## config.mk

```make
export PLATFORM = sky130hd
export DESIGN_NAME = three_band_spectrum_level_unit
export DESIGN_NICKNAME = d
export VERILOG_FILES = /design/src/rtl/tbsl_pkg.sv /design/src/rtl/tbsl_ctrl.sv /design/src/rtl/tbsl_datapath.sv /design/src/rtl/three_band_spectrum_level_unit.sv
export SDC_FILE = /design/constraint.sdc
export NUM_CORES = 1
export LEC_CHECK = 0
export BUFFER_PORTS_ARGS = -buffer_cell sky130_fd_sc_hd__buf_2
export CAP_MARGIN = 20
export CORE_MARGIN = 3
export CORE_UTILIZATION = 50
export DETAILED_ROUTE_END_ITERATION = 8
export PLACE_DENSITY = 0.8
export SYNTH_ARGS = -nofsm -noshare
export SYNTH_HDL_FRONTEND = slang
export SYNTH_SLANG_ARGS = --single-unit
```

## constraint.sdc

```tcl
create_clock -name aclk -period 10 [get_ports aclk]
set_input_delay 2.5 -clock aclk [delete_from_list [all_inputs] [get_ports aclk]]
set_output_delay 2.5 -clock aclk [all_outputs]
set_load 0.05 [all_outputs]
```

## src/rtl/tbsl_pkg.sv

```systemverilog
// tbsl_pkg: widths, constants, band codes and the controller/datapath bundles
// for the three band spectrum level unit
// depends on nothing; used by every module of the unit by scoped names
`default_nettype none

package tbsl_pkg;

    // field and state widths
    localparam int SAMPLE_W  = 16;
    localparam int SUM_W     = 24;
    localparam int LEVEL_W   = 13;
    localparam int BAR_W     = 9;
    localparam int POS_W     = 8;
    localparam int CNT_W     = 7;
    localparam int ROOT_W    = 18;
    localparam int RAD_W     = SUM_W + 12;
    localparam int SREM_W    = ROOT_W + 2;
    localparam int STEP_W    = 5;

    // iteration counts of the shared divide and root unit
    localparam int DIV_STEPS  = SUM_W;
    localparam int SQRT_STEPS = ROOT_W;

    // bar count limits and reset value
    localparam logic [BAR_W-1:0] MIN_BARS        = BAR_W'(3);
    localparam logic [BAR_W-1:0] MAX_BARS        = BAR_W'(256);
    localparam logic [BAR_W-1:0] BAR_COUNT_RESET = BAR_W'(24);

    // fixed point constants
    localparam logic [LEVEL_W-1:0] LEVEL_ONE = LEVEL_W'(4096);
    localparam logic [9:0]         RECIP3    = 10'd683;    // 2^11 / 3, rounded up
    localparam logic [15:0]        RECIP10   = 16'd52429;  // 2^19 / 10, rounded up

    typedef enum logic [1:0] {
        BAND_BASS,
        BAND_MID,
        BAND_TREBLE
    } band_t;

    // commands from the controller to the datapath
    typedef struct packed {
        logic  acc_en;
        logic  div_load;
        logic  div_step;
        logic  sqrt_load;
        logic  sqrt_step;
        logic  scale_en;
        logic  clear_sums;
        band_t band;
    } cmd_t;

    // status from the datapath to the controller
    typedef struct packed {
        logic last_bar;
    } status_t;

    // floor(x / 3) for x up to 512, by reciprocal multiply
    function automatic logic [POS_W-1:0] third(input logic [9:0] x);
        logic [19:0] prod;
        prod = 20'(x) * 20'(RECIP3);
        return prod[18:11];
    endfunction

    // band sum plus one sample, saturating at the sum width
    function automatic logic [SUM_W-1:0] sat_add(input logic [SUM_W-1:0]    s,
                                                 input logic [SAMPLE_W-1:0] v);
        logic [SUM_W:0] t;
        t = {1'b0, s} + (SUM_W+1)'(v);
        return t[SUM_W] ? {SUM_W{1'b1}} : t[SUM_W-1:0];
    endfunction

endpackage

`default_nettype wire

```

## src/rtl/tbsl_ctrl.sv

```systemverilog
// tbsl_ctrl: sequencer for bar accumulation and the per band divide, root
// and scale passes; owns the input ready and the result valid
// depends on tbsl_pkg
`default_nettype none

module tbsl_ctrl (
    input  wire logic              aclk,
    input  wire logic              aresetn,
    input  wire logic              s_valid,
    output logic                   s_ready,
    output logic                   m_valid,
    input  wire logic              m_ready,
    input  wire tbsl_pkg::status_t status,
    output tbsl_pkg::cmd_t         cmd
);

    typedef enum logic [2:0] {
        ST_ACCUM,
        ST_DIV_LOAD,
        ST_DIV,
        ST_SQRT_LOAD,
        ST_SQRT,
        ST_SCALE
    } state_t;

    localparam logic [tbsl_pkg::STEP_W-1:0] DIV_LAST  =
        tbsl_pkg::STEP_W'(tbsl_pkg::DIV_STEPS - 1);
    localparam logic [tbsl_pkg::STEP_W-1:0] SQRT_LAST =
        tbsl_pkg::STEP_W'(tbsl_pkg::SQRT_STEPS - 1);

    state_t                        state_reg;
    tbsl_pkg::band_t               band_reg;
    logic [tbsl_pkg::STEP_W-1:0]   step_reg;
    logic                          out_valid_reg;
    logic                          accept;
    tbsl_pkg::band_t               band_after;

    // the last bar of a frame waits until the previous result is taken
    assign s_ready = (state_reg == ST_ACCUM) && !(out_valid_reg && status.last_bar);
    assign accept  = s_valid && s_ready;
    assign m_valid = out_valid_reg;

    // band order through the shared unit
    always_comb begin
        case (band_reg)
            tbsl_pkg::BAND_BASS: band_after = tbsl_pkg::BAND_MID;
            tbsl_pkg::BAND_MID:  band_after = tbsl_pkg::BAND_TREBLE;
            default:             band_after = tbsl_pkg::BAND_BASS;
        endcase
    end

    // datapath commands decoded from the state
    always_comb begin
        cmd.acc_en     = accept;
        cmd.div_load   = (state_reg == ST_DIV_LOAD);
        cmd.div_step   = (state_reg == ST_DIV);
        cmd.sqrt_load  = (state_reg == ST_SQRT_LOAD);
        cmd.sqrt_step  = (state_reg == ST_SQRT);
        cmd.scale_en   = (state_reg == ST_SCALE);
        cmd.clear_sums = (state_reg == ST_SCALE) && (band_reg == tbsl_pkg::BAND_TREBLE);
        cmd.band       = band_reg;
    end

    // state, band, step counter and result valid
    always_ff @(posedge aclk) begin
        if (!aresetn) begin
            state_reg     <= ST_ACCUM;
            band_reg      <= tbsl_pkg::BAND_BASS;
            step_reg      <= '0;
            out_valid_reg <= 1'b0;
        end else begin
            if (out_valid_reg && m_ready) begin
                out_valid_reg <= 1'b0;
            end
            case (state_reg)
                ST_ACCUM: begin
                    if (accept && status.last_bar) begin
                        state_reg <= ST_DIV_LOAD;
                        band_reg  <= tbsl_pkg::BAND_BASS;
                    end
                end
                ST_DIV_LOAD: begin
                    step_reg  <= '0;
                    state_reg <= ST_DIV;
                end
                ST_DIV: begin
                    if (step_reg == DIV_LAST) begin
                        state_reg <= ST_SQRT_LOAD;
                    end else begin
                        step_reg <= step_reg + 1'b1;
                    end
                end
                ST_SQRT_LOAD: begin
                    step_reg  <= '0;
                    state_reg <= ST_SQRT;
                end
                ST_SQRT: begin
                    if (step_reg == SQRT_LAST) begin
                        state_reg <= ST_SCALE;
                    end else begin
                        step_reg <= step_reg + 1'b1;
                    end
                end
                ST_SCALE: begin
                    band_reg <= band_after;
                    if (band_reg == tbsl_pkg::BAND_TREBLE) begin
                        state_reg     <= ST_ACCUM;
                        out_valid_reg <= 1'b1;
                    end else begin
                        state_reg <= ST_DIV_LOAD;
                    end
                end
                default: begin
                    state_reg <= ST_ACCUM;
                end
            endcase
        end
    end

endmodule

`default_nettype wire

```

## src/rtl/tbsl_datapath.sv

```systemverilog
// tbsl_datapath: bar count register, bar position, band sums, shared
// restoring divider, digit by digit square root, scaling and result registers
// depends on tbsl_pkg
`default_nettype none

module tbsl_datapath (
    input  wire logic                              aclk,
    input  wire logic                              aresetn,
    input  wire logic                              cfg_wr_en,
    input  wire logic [tbsl_pkg::BAR_W-1:0]        cfg_wr_data,
    input  wire logic [tbsl_pkg::SAMPLE_W-1:0]     s_bar_value,
    input  wire tbsl_pkg::cmd_t                    cmd,
    output tbsl_pkg::status_t                      status,
    output logic [tbsl_pkg::LEVEL_W-1:0]           m_bass_level,
    output logic [tbsl_pkg::LEVEL_W-1:0]           m_mid_level,
    output logic [tbsl_pkg::LEVEL_W-1:0]           m_treble_level
);

    logic [tbsl_pkg::BAR_W-1:0]   bar_count_reg;
    logic [tbsl_pkg::BAR_W-1:0]   bars;
    logic [tbsl_pkg::POS_W-1:0]   bass_limit;
    logic [tbsl_pkg::POS_W-1:0]   mid_end;
    logic [tbsl_pkg::CNT_W-1:0]   bass_cnt;
    logic [tbsl_pkg::CNT_W-1:0]   mid_cnt;
    logic [tbsl_pkg::CNT_W-1:0]   treble_cnt;
    logic [tbsl_pkg::POS_W-1:0]   pos_reg;
    logic                         last_bar;
    logic [tbsl_pkg::SUM_W-1:0]   low_sum_reg;
    logic [tbsl_pkg::SUM_W-1:0]   mid_sum_reg;
    logic [tbsl_pkg::SUM_W-1:0]   high_sum_reg;
    logic [tbsl_pkg::SUM_W-1:0]   sel_sum;
    logic [tbsl_pkg::CNT_W-1:0]   sel_cnt;
    logic [tbsl_pkg::SUM_W-1:0]   quo_reg;
    logic [tbsl_pkg::CNT_W-1:0]   drem_reg;
    logic [tbsl_pkg::CNT_W:0]     div_trial;
    logic [tbsl_pkg::RAD_W-1:0]   rad_reg;
    logic [tbsl_pkg::ROOT_W-1:0]  root_reg;
    logic [tbsl_pkg::SREM_W-1:0]  srem_reg;
    logic [tbsl_pkg::SREM_W+1:0]  sqrt_cur;
    logic [tbsl_pkg::SREM_W+1:0]  sqrt_trial;
    logic [tbsl_pkg::LEVEL_W-1:0] root_sat;
    logic [15:0]                  gain_prod;
    logic [31:0]                  tenth_prod;
    logic [tbsl_pkg::LEVEL_W-1:0] scaled;
    logic [tbsl_pkg::LEVEL_W-1:0] level;

    // bar count register
    always_ff @(posedge aclk) begin
        if (!aresetn) begin
            bar_count_reg <= tbsl_pkg::BAR_COUNT_RESET;
        end else if (cfg_wr_en) begin
            bar_count_reg <= cfg_wr_data;
        end
    end

    // effective bar count, band edges and band sizes
    always_comb begin
        if (bar_count_reg < tbsl_pkg::MIN_BARS) begin
            bars = tbsl_pkg::MIN_BARS;
        end else if (bar_count_reg > tbsl_pkg::MAX_BARS) begin
            bars = tbsl_pkg::MAX_BARS;
        end else begin
            bars = bar_count_reg;
        end
        bass_limit = tbsl_pkg::third({1'b0, bars});
        mid_end    = tbsl_pkg::third({bars, 1'b0});
        bass_cnt   = bass_limit[tbsl_pkg::CNT_W-1:0];
        mid_cnt    = tbsl_pkg::CNT_W'(mid_end - bass_limit);
        treble_cnt = tbsl_pkg::CNT_W'(bars - {1'b0, mid_end});
    end

    // a frame ends once the position reaches the last bar of the current count
    assign last_bar        = ({1'b0, pos_reg} + 1'b1) >= bars;
    assign status.last_bar = last_bar;

    // bar position within the frame
    always_ff @(posedge aclk) begin
        if (!aresetn) begin
            pos_reg <= '0;
        end else if (cmd.acc_en) begin
            pos_reg <= last_bar ? '0 : pos_reg + 1'b1;
        end
    end

    // saturating band sums
    always_ff @(posedge aclk) begin
        if (!aresetn || cmd.clear_sums) begin
            low_sum_reg  <= '0;
            mid_sum_reg  <= '0;
            high_sum_reg <= '0;
        end else if (cmd.acc_en) begin
            if (pos_reg < bass_limit) begin
                low_sum_reg <= tbsl_pkg::sat_add(low_sum_reg, s_bar_value);
            end else if (pos_reg < mid_end) begin
                mid_sum_reg <= tbsl_pkg::sat_add(mid_sum_reg, s_bar_value);
            end else begin
                high_sum_reg <= tbsl_pkg::sat_add(high_sum_reg, s_bar_value);
            end
        end
    end

    // operand select for the band under work
    always_comb begin
        case (cmd.band)
            tbsl_pkg::BAND_BASS: begin
                sel_sum = low_sum_reg;
                sel_cnt = bass_cnt;
            end
            tbsl_pkg::BAND_MID: begin
                sel_sum = mid_sum_reg;
                sel_cnt = mid_cnt;
            end
            default: begin
                sel_sum = high_sum_reg;
                sel_cnt = treble_cnt;
            end
        endcase
    end

    // restoring divider, one quotient bit a cycle
    assign div_trial = {drem_reg, quo_reg[tbsl_pkg::SUM_W-1]};

    always_ff @(posedge aclk) begin
        if (cmd.div_load) begin
            quo_reg  <= sel_sum;
            drem_reg <= '0;
        end else if (cmd.div_step) begin
            if (div_trial >= {1'b0, sel_cnt}) begin
                drem_reg <= tbsl_pkg::CNT_W'(div_trial - {1'b0, sel_cnt});
                quo_reg  <= {quo_reg[tbsl_pkg::SUM_W-2:0], 1'b1};
            end else begin
                drem_reg <= div_trial[tbsl_pkg::CNT_W-1:0];
                quo_reg  <= {quo_reg[tbsl_pkg::SUM_W-2:0], 1'b0};
            end
        end
    end

    // square root of the mean in q.12, one root bit a cycle
    assign sqrt_cur   = {srem_reg, rad_reg[tbsl_pkg::RAD_W-1 -: 2]};
    assign sqrt_trial = {2'b00, root_reg, 2'b01};

    always_ff @(posedge aclk) begin
        if (cmd.sqrt_load) begin
            rad_reg  <= {quo_reg, 12'd0};
            root_reg <= '0;
            srem_reg <= '0;
        end else if (cmd.sqrt_step) begin
            rad_reg <= {rad_reg[tbsl_pkg::RAD_W-3:0], 2'b00};
            if (sqrt_cur >= sqrt_trial) begin
                srem_reg <= tbsl_pkg::SREM_W'(sqrt_cur - sqrt_trial);
                root_reg <= {root_reg[tbsl_pkg::ROOT_W-2:0], 1'b1};
            end else begin
                srem_reg <= sqrt_cur[tbsl_pkg::SREM_W-1:0];
                root_reg <= {root_reg[tbsl_pkg::ROOT_W-2:0], 1'b0};
            end
        end
    end

    // gain of 1.2 for bass or 1.1 for mid, floor divide by ten through the reciprocal, saturate; treble is not scaled
    always_comb begin
        if (root_reg >= tbsl_pkg::ROOT_W'(tbsl_pkg::LEVEL_ONE)) begin
            root_sat = tbsl_pkg::LEVEL_ONE;
        end else begin
            root_sat = root_reg[tbsl_pkg::LEVEL_W-1:0];
        end
        case (cmd.band)
            tbsl_pkg::BAND_BASS: gain_prod = {root_sat, 3'b000} + {1'b0, root_sat, 2'b00};
            tbsl_pkg::BAND_MID:  gain_prod = {root_sat, 3'b000} + {2'b00, root_sat, 1'b0}
                                            + {3'b000, root_sat};
            default:             gain_prod = '0;
        endcase
        tenth_prod = 32'(gain_prod) * 32'(tbsl_pkg::RECIP10);
        scaled     = tenth_prod[31:19];
        if (cmd.band == tbsl_pkg::BAND_TREBLE) begin
            level = root_sat;
        end else if (scaled > tbsl_pkg::LEVEL_ONE) begin
            level = tbsl_pkg::LEVEL_ONE;
        end else begin
            level = scaled;
        end
    end

    // result registers
    always_ff @(posedge aclk) begin
        if (cmd.scale_en) begin
            case (cmd.band)
                tbsl_pkg::BAND_BASS: m_bass_level   <= level;
                tbsl_pkg::BAND_MID:  m_mid_level    <= level;
                default:             m_treble_level <= level;
            endcase
        end
    end

endmodule

`default_nettype wire

```

## src/rtl/three_band_spectrum_level_unit.sv

```systemverilog
// three_band_spectrum_level_unit: top level, controller plus datapath
// depends on tbsl_pkg, tbsl_ctrl, tbsl_datapath
//
//  channel   direction  handshake          payload
//  s_        in         s_valid/s_ready    s_bar_value  (16 b, Q4.12)
//  m_        out        m_valid/m_ready    m_bass_level, m_mid_level, m_treble_level (13 b, Q1.12)
//  cfg_      in         cfg_wr_en          cfg_wr_data  (9 b, bar count)
//
// bars are taken one a cycle while s_ready is high; the last bar of a frame starts the shared
// divide and root unit, which works through the bands in turn (a load, 24 divide
// steps, a load, 18 root steps and a scale step per band) with s_ready low
// the result sits in the output register until taken; bars of the next frame
// are taken meanwhile, only its last bar waits for the result to go
// reset is synchronous, active low, and clears the bar count to 24 and the sums
`default_nettype none

module three_band_spectrum_level_unit (
    input  wire logic                              aclk,
    input  wire logic                              aresetn,
    input  wire logic                              cfg_wr_en,
    input  wire logic [tbsl_pkg::BAR_W-1:0]        cfg_wr_data,
    input  wire logic                              s_valid,
    output logic                                   s_ready,
    input  wire logic [tbsl_pkg::SAMPLE_W-1:0]     s_bar_value,
    output logic                                   m_valid,
    input  wire logic                              m_ready,
    output logic [tbsl_pkg::LEVEL_W-1:0]           m_bass_level,
    output logic [tbsl_pkg::LEVEL_W-1:0]           m_mid_level,
    output logic [tbsl_pkg::LEVEL_W-1:0]           m_treble_level
);

    tbsl_pkg::cmd_t    cmd;
    tbsl_pkg::status_t status;

    // sequencer
    tbsl_ctrl u_ctrl (
        .aclk    (aclk),
        .aresetn (aresetn),
        .s_valid (s_valid),
        .s_ready (s_ready),
        .m_valid (m_valid),
        .m_ready (m_ready),
        .status  (status),
        .cmd     (cmd)
    );

    // sums, divider, root and result registers
    tbsl_datapath u_datapath (
        .aclk           (aclk),
        .aresetn        (aresetn),
        .cfg_wr_en      (cfg_wr_en),
        .cfg_wr_data    (cfg_wr_data),
        .s_bar_value    (s_bar_value),
        .cmd            (cmd),
        .status         (status),
        .m_bass_level   (m_bass_level),
        .m_mid_level    (m_mid_level),
        .m_treble_level (m_treble_level)
    );

endmodule

`default_nettype wire

```

==> flow_summary.toml <==
[floorplanning]
die_h_um = 213
start_util = 0.510
die_x_um = 213
row_count = 75
io_pins = 71
core_um2 = 42100
die_area_um2 = 45500

[synth]
synth-compound-area-share = 0.186
yosys.area_share.xor_xnor = 0.0554
synth_nets = 2771
yosys-mux-area-fraction = 0.0397
synth-simple-area-share = 0.128
synth-edff-count = 87
synth_top_family_by_area = "adder cells"
syn_inst = 2324
yosysUniqueCellTypes = 99
synthArstFlopShare = 0
ys_ff_latch = 232
syn_area_um2 = 21500
synth_ff_type = "dfxtp_1"
yosysWarnings = 0
synth_fa_ha_area_frac = 0.279
synth-seq-area-share = 0.257
syn_area_per_cell_um2 = 9.24

[pwr]
totalPowerFinal_uw = 5280
leakage_uw = 0.0113
ir_drop_mv = 0.179
p_per_area_nw_per_um2 = 224

[layout]
n_antenna_cell = 0
nNetsFinal = 2831
final_common_cell = "ha_1"
multi_input_area_um2 = 14800
fillers = 3571
synthToLayoutAreaGrowth_pct = 9.63
mostFrequentLayoutCells = "ha_1, inv_1, o21ai_0"
drive_above_1_share = 0.104
fin_cells = 2944
final-seq-area_um2 = 5520

[route]
firstDrtPassIters = 6
viasPerCell = 5.99
vias = 17600
ant_nets = 0
drt-total-wl_um = 52100
routedWlPerCell_um = 17.7
drc = 0
first_iter_violations = 1105

[global_route]
grt_pass1_wl_um = 85700
grt_overflow = 0
grt_pass1_vias = 17600
grt_usage = 0.228
antenna_found_initial = 0
grt_max_degree = 64

[sta]
setup_viol = 0
min_period_ns = 9.55
final_hold_viol_count = 0
fmax_ghz = 0.105
hold_ws_ns = 0.482
drv_slew = 0
worst_slack_ns = 0.448
fin_skew_ns = 0.0133
tightest_slew_ns = 1.20
max-slew-margin-rel = 0.195
post-route-period-util = 0.955

[status]
status = "completed"

[worst_setup_path]
critPathArrivalTime_ns = 9.88
reg2reg_slack_ns = 0.45
slowest_stage = "fa_1"
crit_required_ns = 10.33
critical_path.max_fanout = 13
crit_buf_inv = 5
cpPeakStageDelay_ns = 0.55
setup.worst_path.class = "reg2reg"
critPathLaunchType = "flop"
crit_family = "compound AO/OA/AOI/OAI gates"
crit_path_end_kind = "flop"

[cts]
cts_htree_levels = 1
cts_tree = "yes"
numCtsBuffers = 27
clockBufferDepth = 3
insertion_delay_ns = 0.55
clockRootBuffer = "clkbuf_16"
path_clk_slew_ns = 0.07
clock_sinks = 232

[placement]
place_ws_ns = -0.433
hpwl_um = 40800
io_buffer_count = 70
dp.cells = 2890
gp_congestion = 0.952

[hold_path]
min_path_type = "reg2reg"

[run]
maxCapViolCount = 0
==> logic make-up (layout without fill, tap and decap cells) <==
group | Yosys count | after routing
adder cells (fa/ha/maj) | 417 | 417
XOR/XNOR | 135 | 135
flip-flops | 232 | 232
AND/OR/NAND/NOR | 546 | 546
AO/OA/AOI/OAI | 606 | 606
buffers and inverters | 306 | 387
multiplexers | 82 | 82
==> routing by layer <==
layer  vias to the layer above  global-route usage  routed length (um)
met3                       122              0.0285                2830
met4                         0              0.0727                1680
met2                       544               0.398               25000
met1                      8541               0.294               22600
met5                         -                   0                   0
li1                       8425                   -                   -
==> layout make-up <==
cell class,count,share of cell area
clock buffer,37,0.0342
clock inverter,13,0.00813
inverter,235,0.0375
multi-input combinational,1786,0.631
sequential,232,0.234
tap,539,0.0287
timing repair buffer,102,0.0263
==> worst paths after layout <==
path	start	to	cells after the start
min reg2reg	u_datapath.srem_reg[19]$_SDFFE_PP0P_	u_datapath.srem_reg[19]$_SDFFE_PP0P_	2
min	u_datapath.srem_reg[19]$_SDFFE_PP0P_	u_datapath.srem_reg[19]$_SDFFE_PP0P_	2
max	u_datapath.root_reg[12]$_SDFFE_PP0P_	u_datapath.m_bass_level[6]$_DFFE_PP_	34
max reg2reg	u_datapath.root_reg[12]$_SDFFE_PP0P_	u_datapath.m_bass_level[6]$_DFFE_PP_	34
==> timing repair <==
| item | 4_1_cts | 5_1_grt |
|---|---|---|
| resized for setup | 2 | 11 |
| pin swaps | 0 | 1 |
| setup buffers | 0 | 2 |
| hold buffers | 0 | 0 |
| setup endpoints to repair | 39 | 39 |
==> worst register-to-register path: cells and delay by family, from the launching register on <==
family / cells / cell delay, ns
buf+inv: 5 / 0.51
flops: 1 / 0.35
compound gates: 12 / 3.49
fa+ha+maj: 8 / 3.27
simple gates: 6 / 1.28
xor+xnor: 3 / 0.42
==> metrics by stage <==
step	instance area (um^2)	TNS, ns	util
3_3_place_gp	22400	-0.646	0.532
3_5_place_dp	22400	-13.88	0.532
6_report	23500	0	0.559
2_1_floorplan	21500	0	-
5_1_grt	23500	-0.182	0.559
4_1_cts	23400	0	0.556
==> power breakdown <==
part           total [uW]  switching (uW)  internal (uW)  leakage [uW]
Combinational        2780            1600           1180       0.00879
Clock                1090             417            671      0.000485
Sequential           1410             189           1220       0.00198
==> cells in the mapped netlist (all sizes together), types with 13 or more instances <==
library cell / instances / area (um^2)
and2: 17 / 106
a21oi: 155 / 780
xnor2: 82 / 718
a21o: 61 / 458
o21ai: 165 / 826
nand4: 16 / 100
nor2b: 35 / 219
a211oi: 17 / 158
and3: 21 / 136
or3: 13 / 86.3
o22ai: 23 / 144
mux2: 25 / 282
o21a: 31 / 240
buf: 20 / 113
fa: 103 / 2060
dfxtp: 145 / 2900
mux2i: 57 / 571
nand2b: 29 / 181
ha: 314 / 3930
nor2: 147 / 562
a31oi: 18 / 125
clkbuf: 51 / 193
nor3: 36 / 196
nand3: 29 / 168
o221a: 17 / 191
xor2: 53 / 472
nand2: 153 / 574
inv: 230 / 863
edfxtp: 87 / 2610
Note: power is estimated with default switching activity, not from simulation.
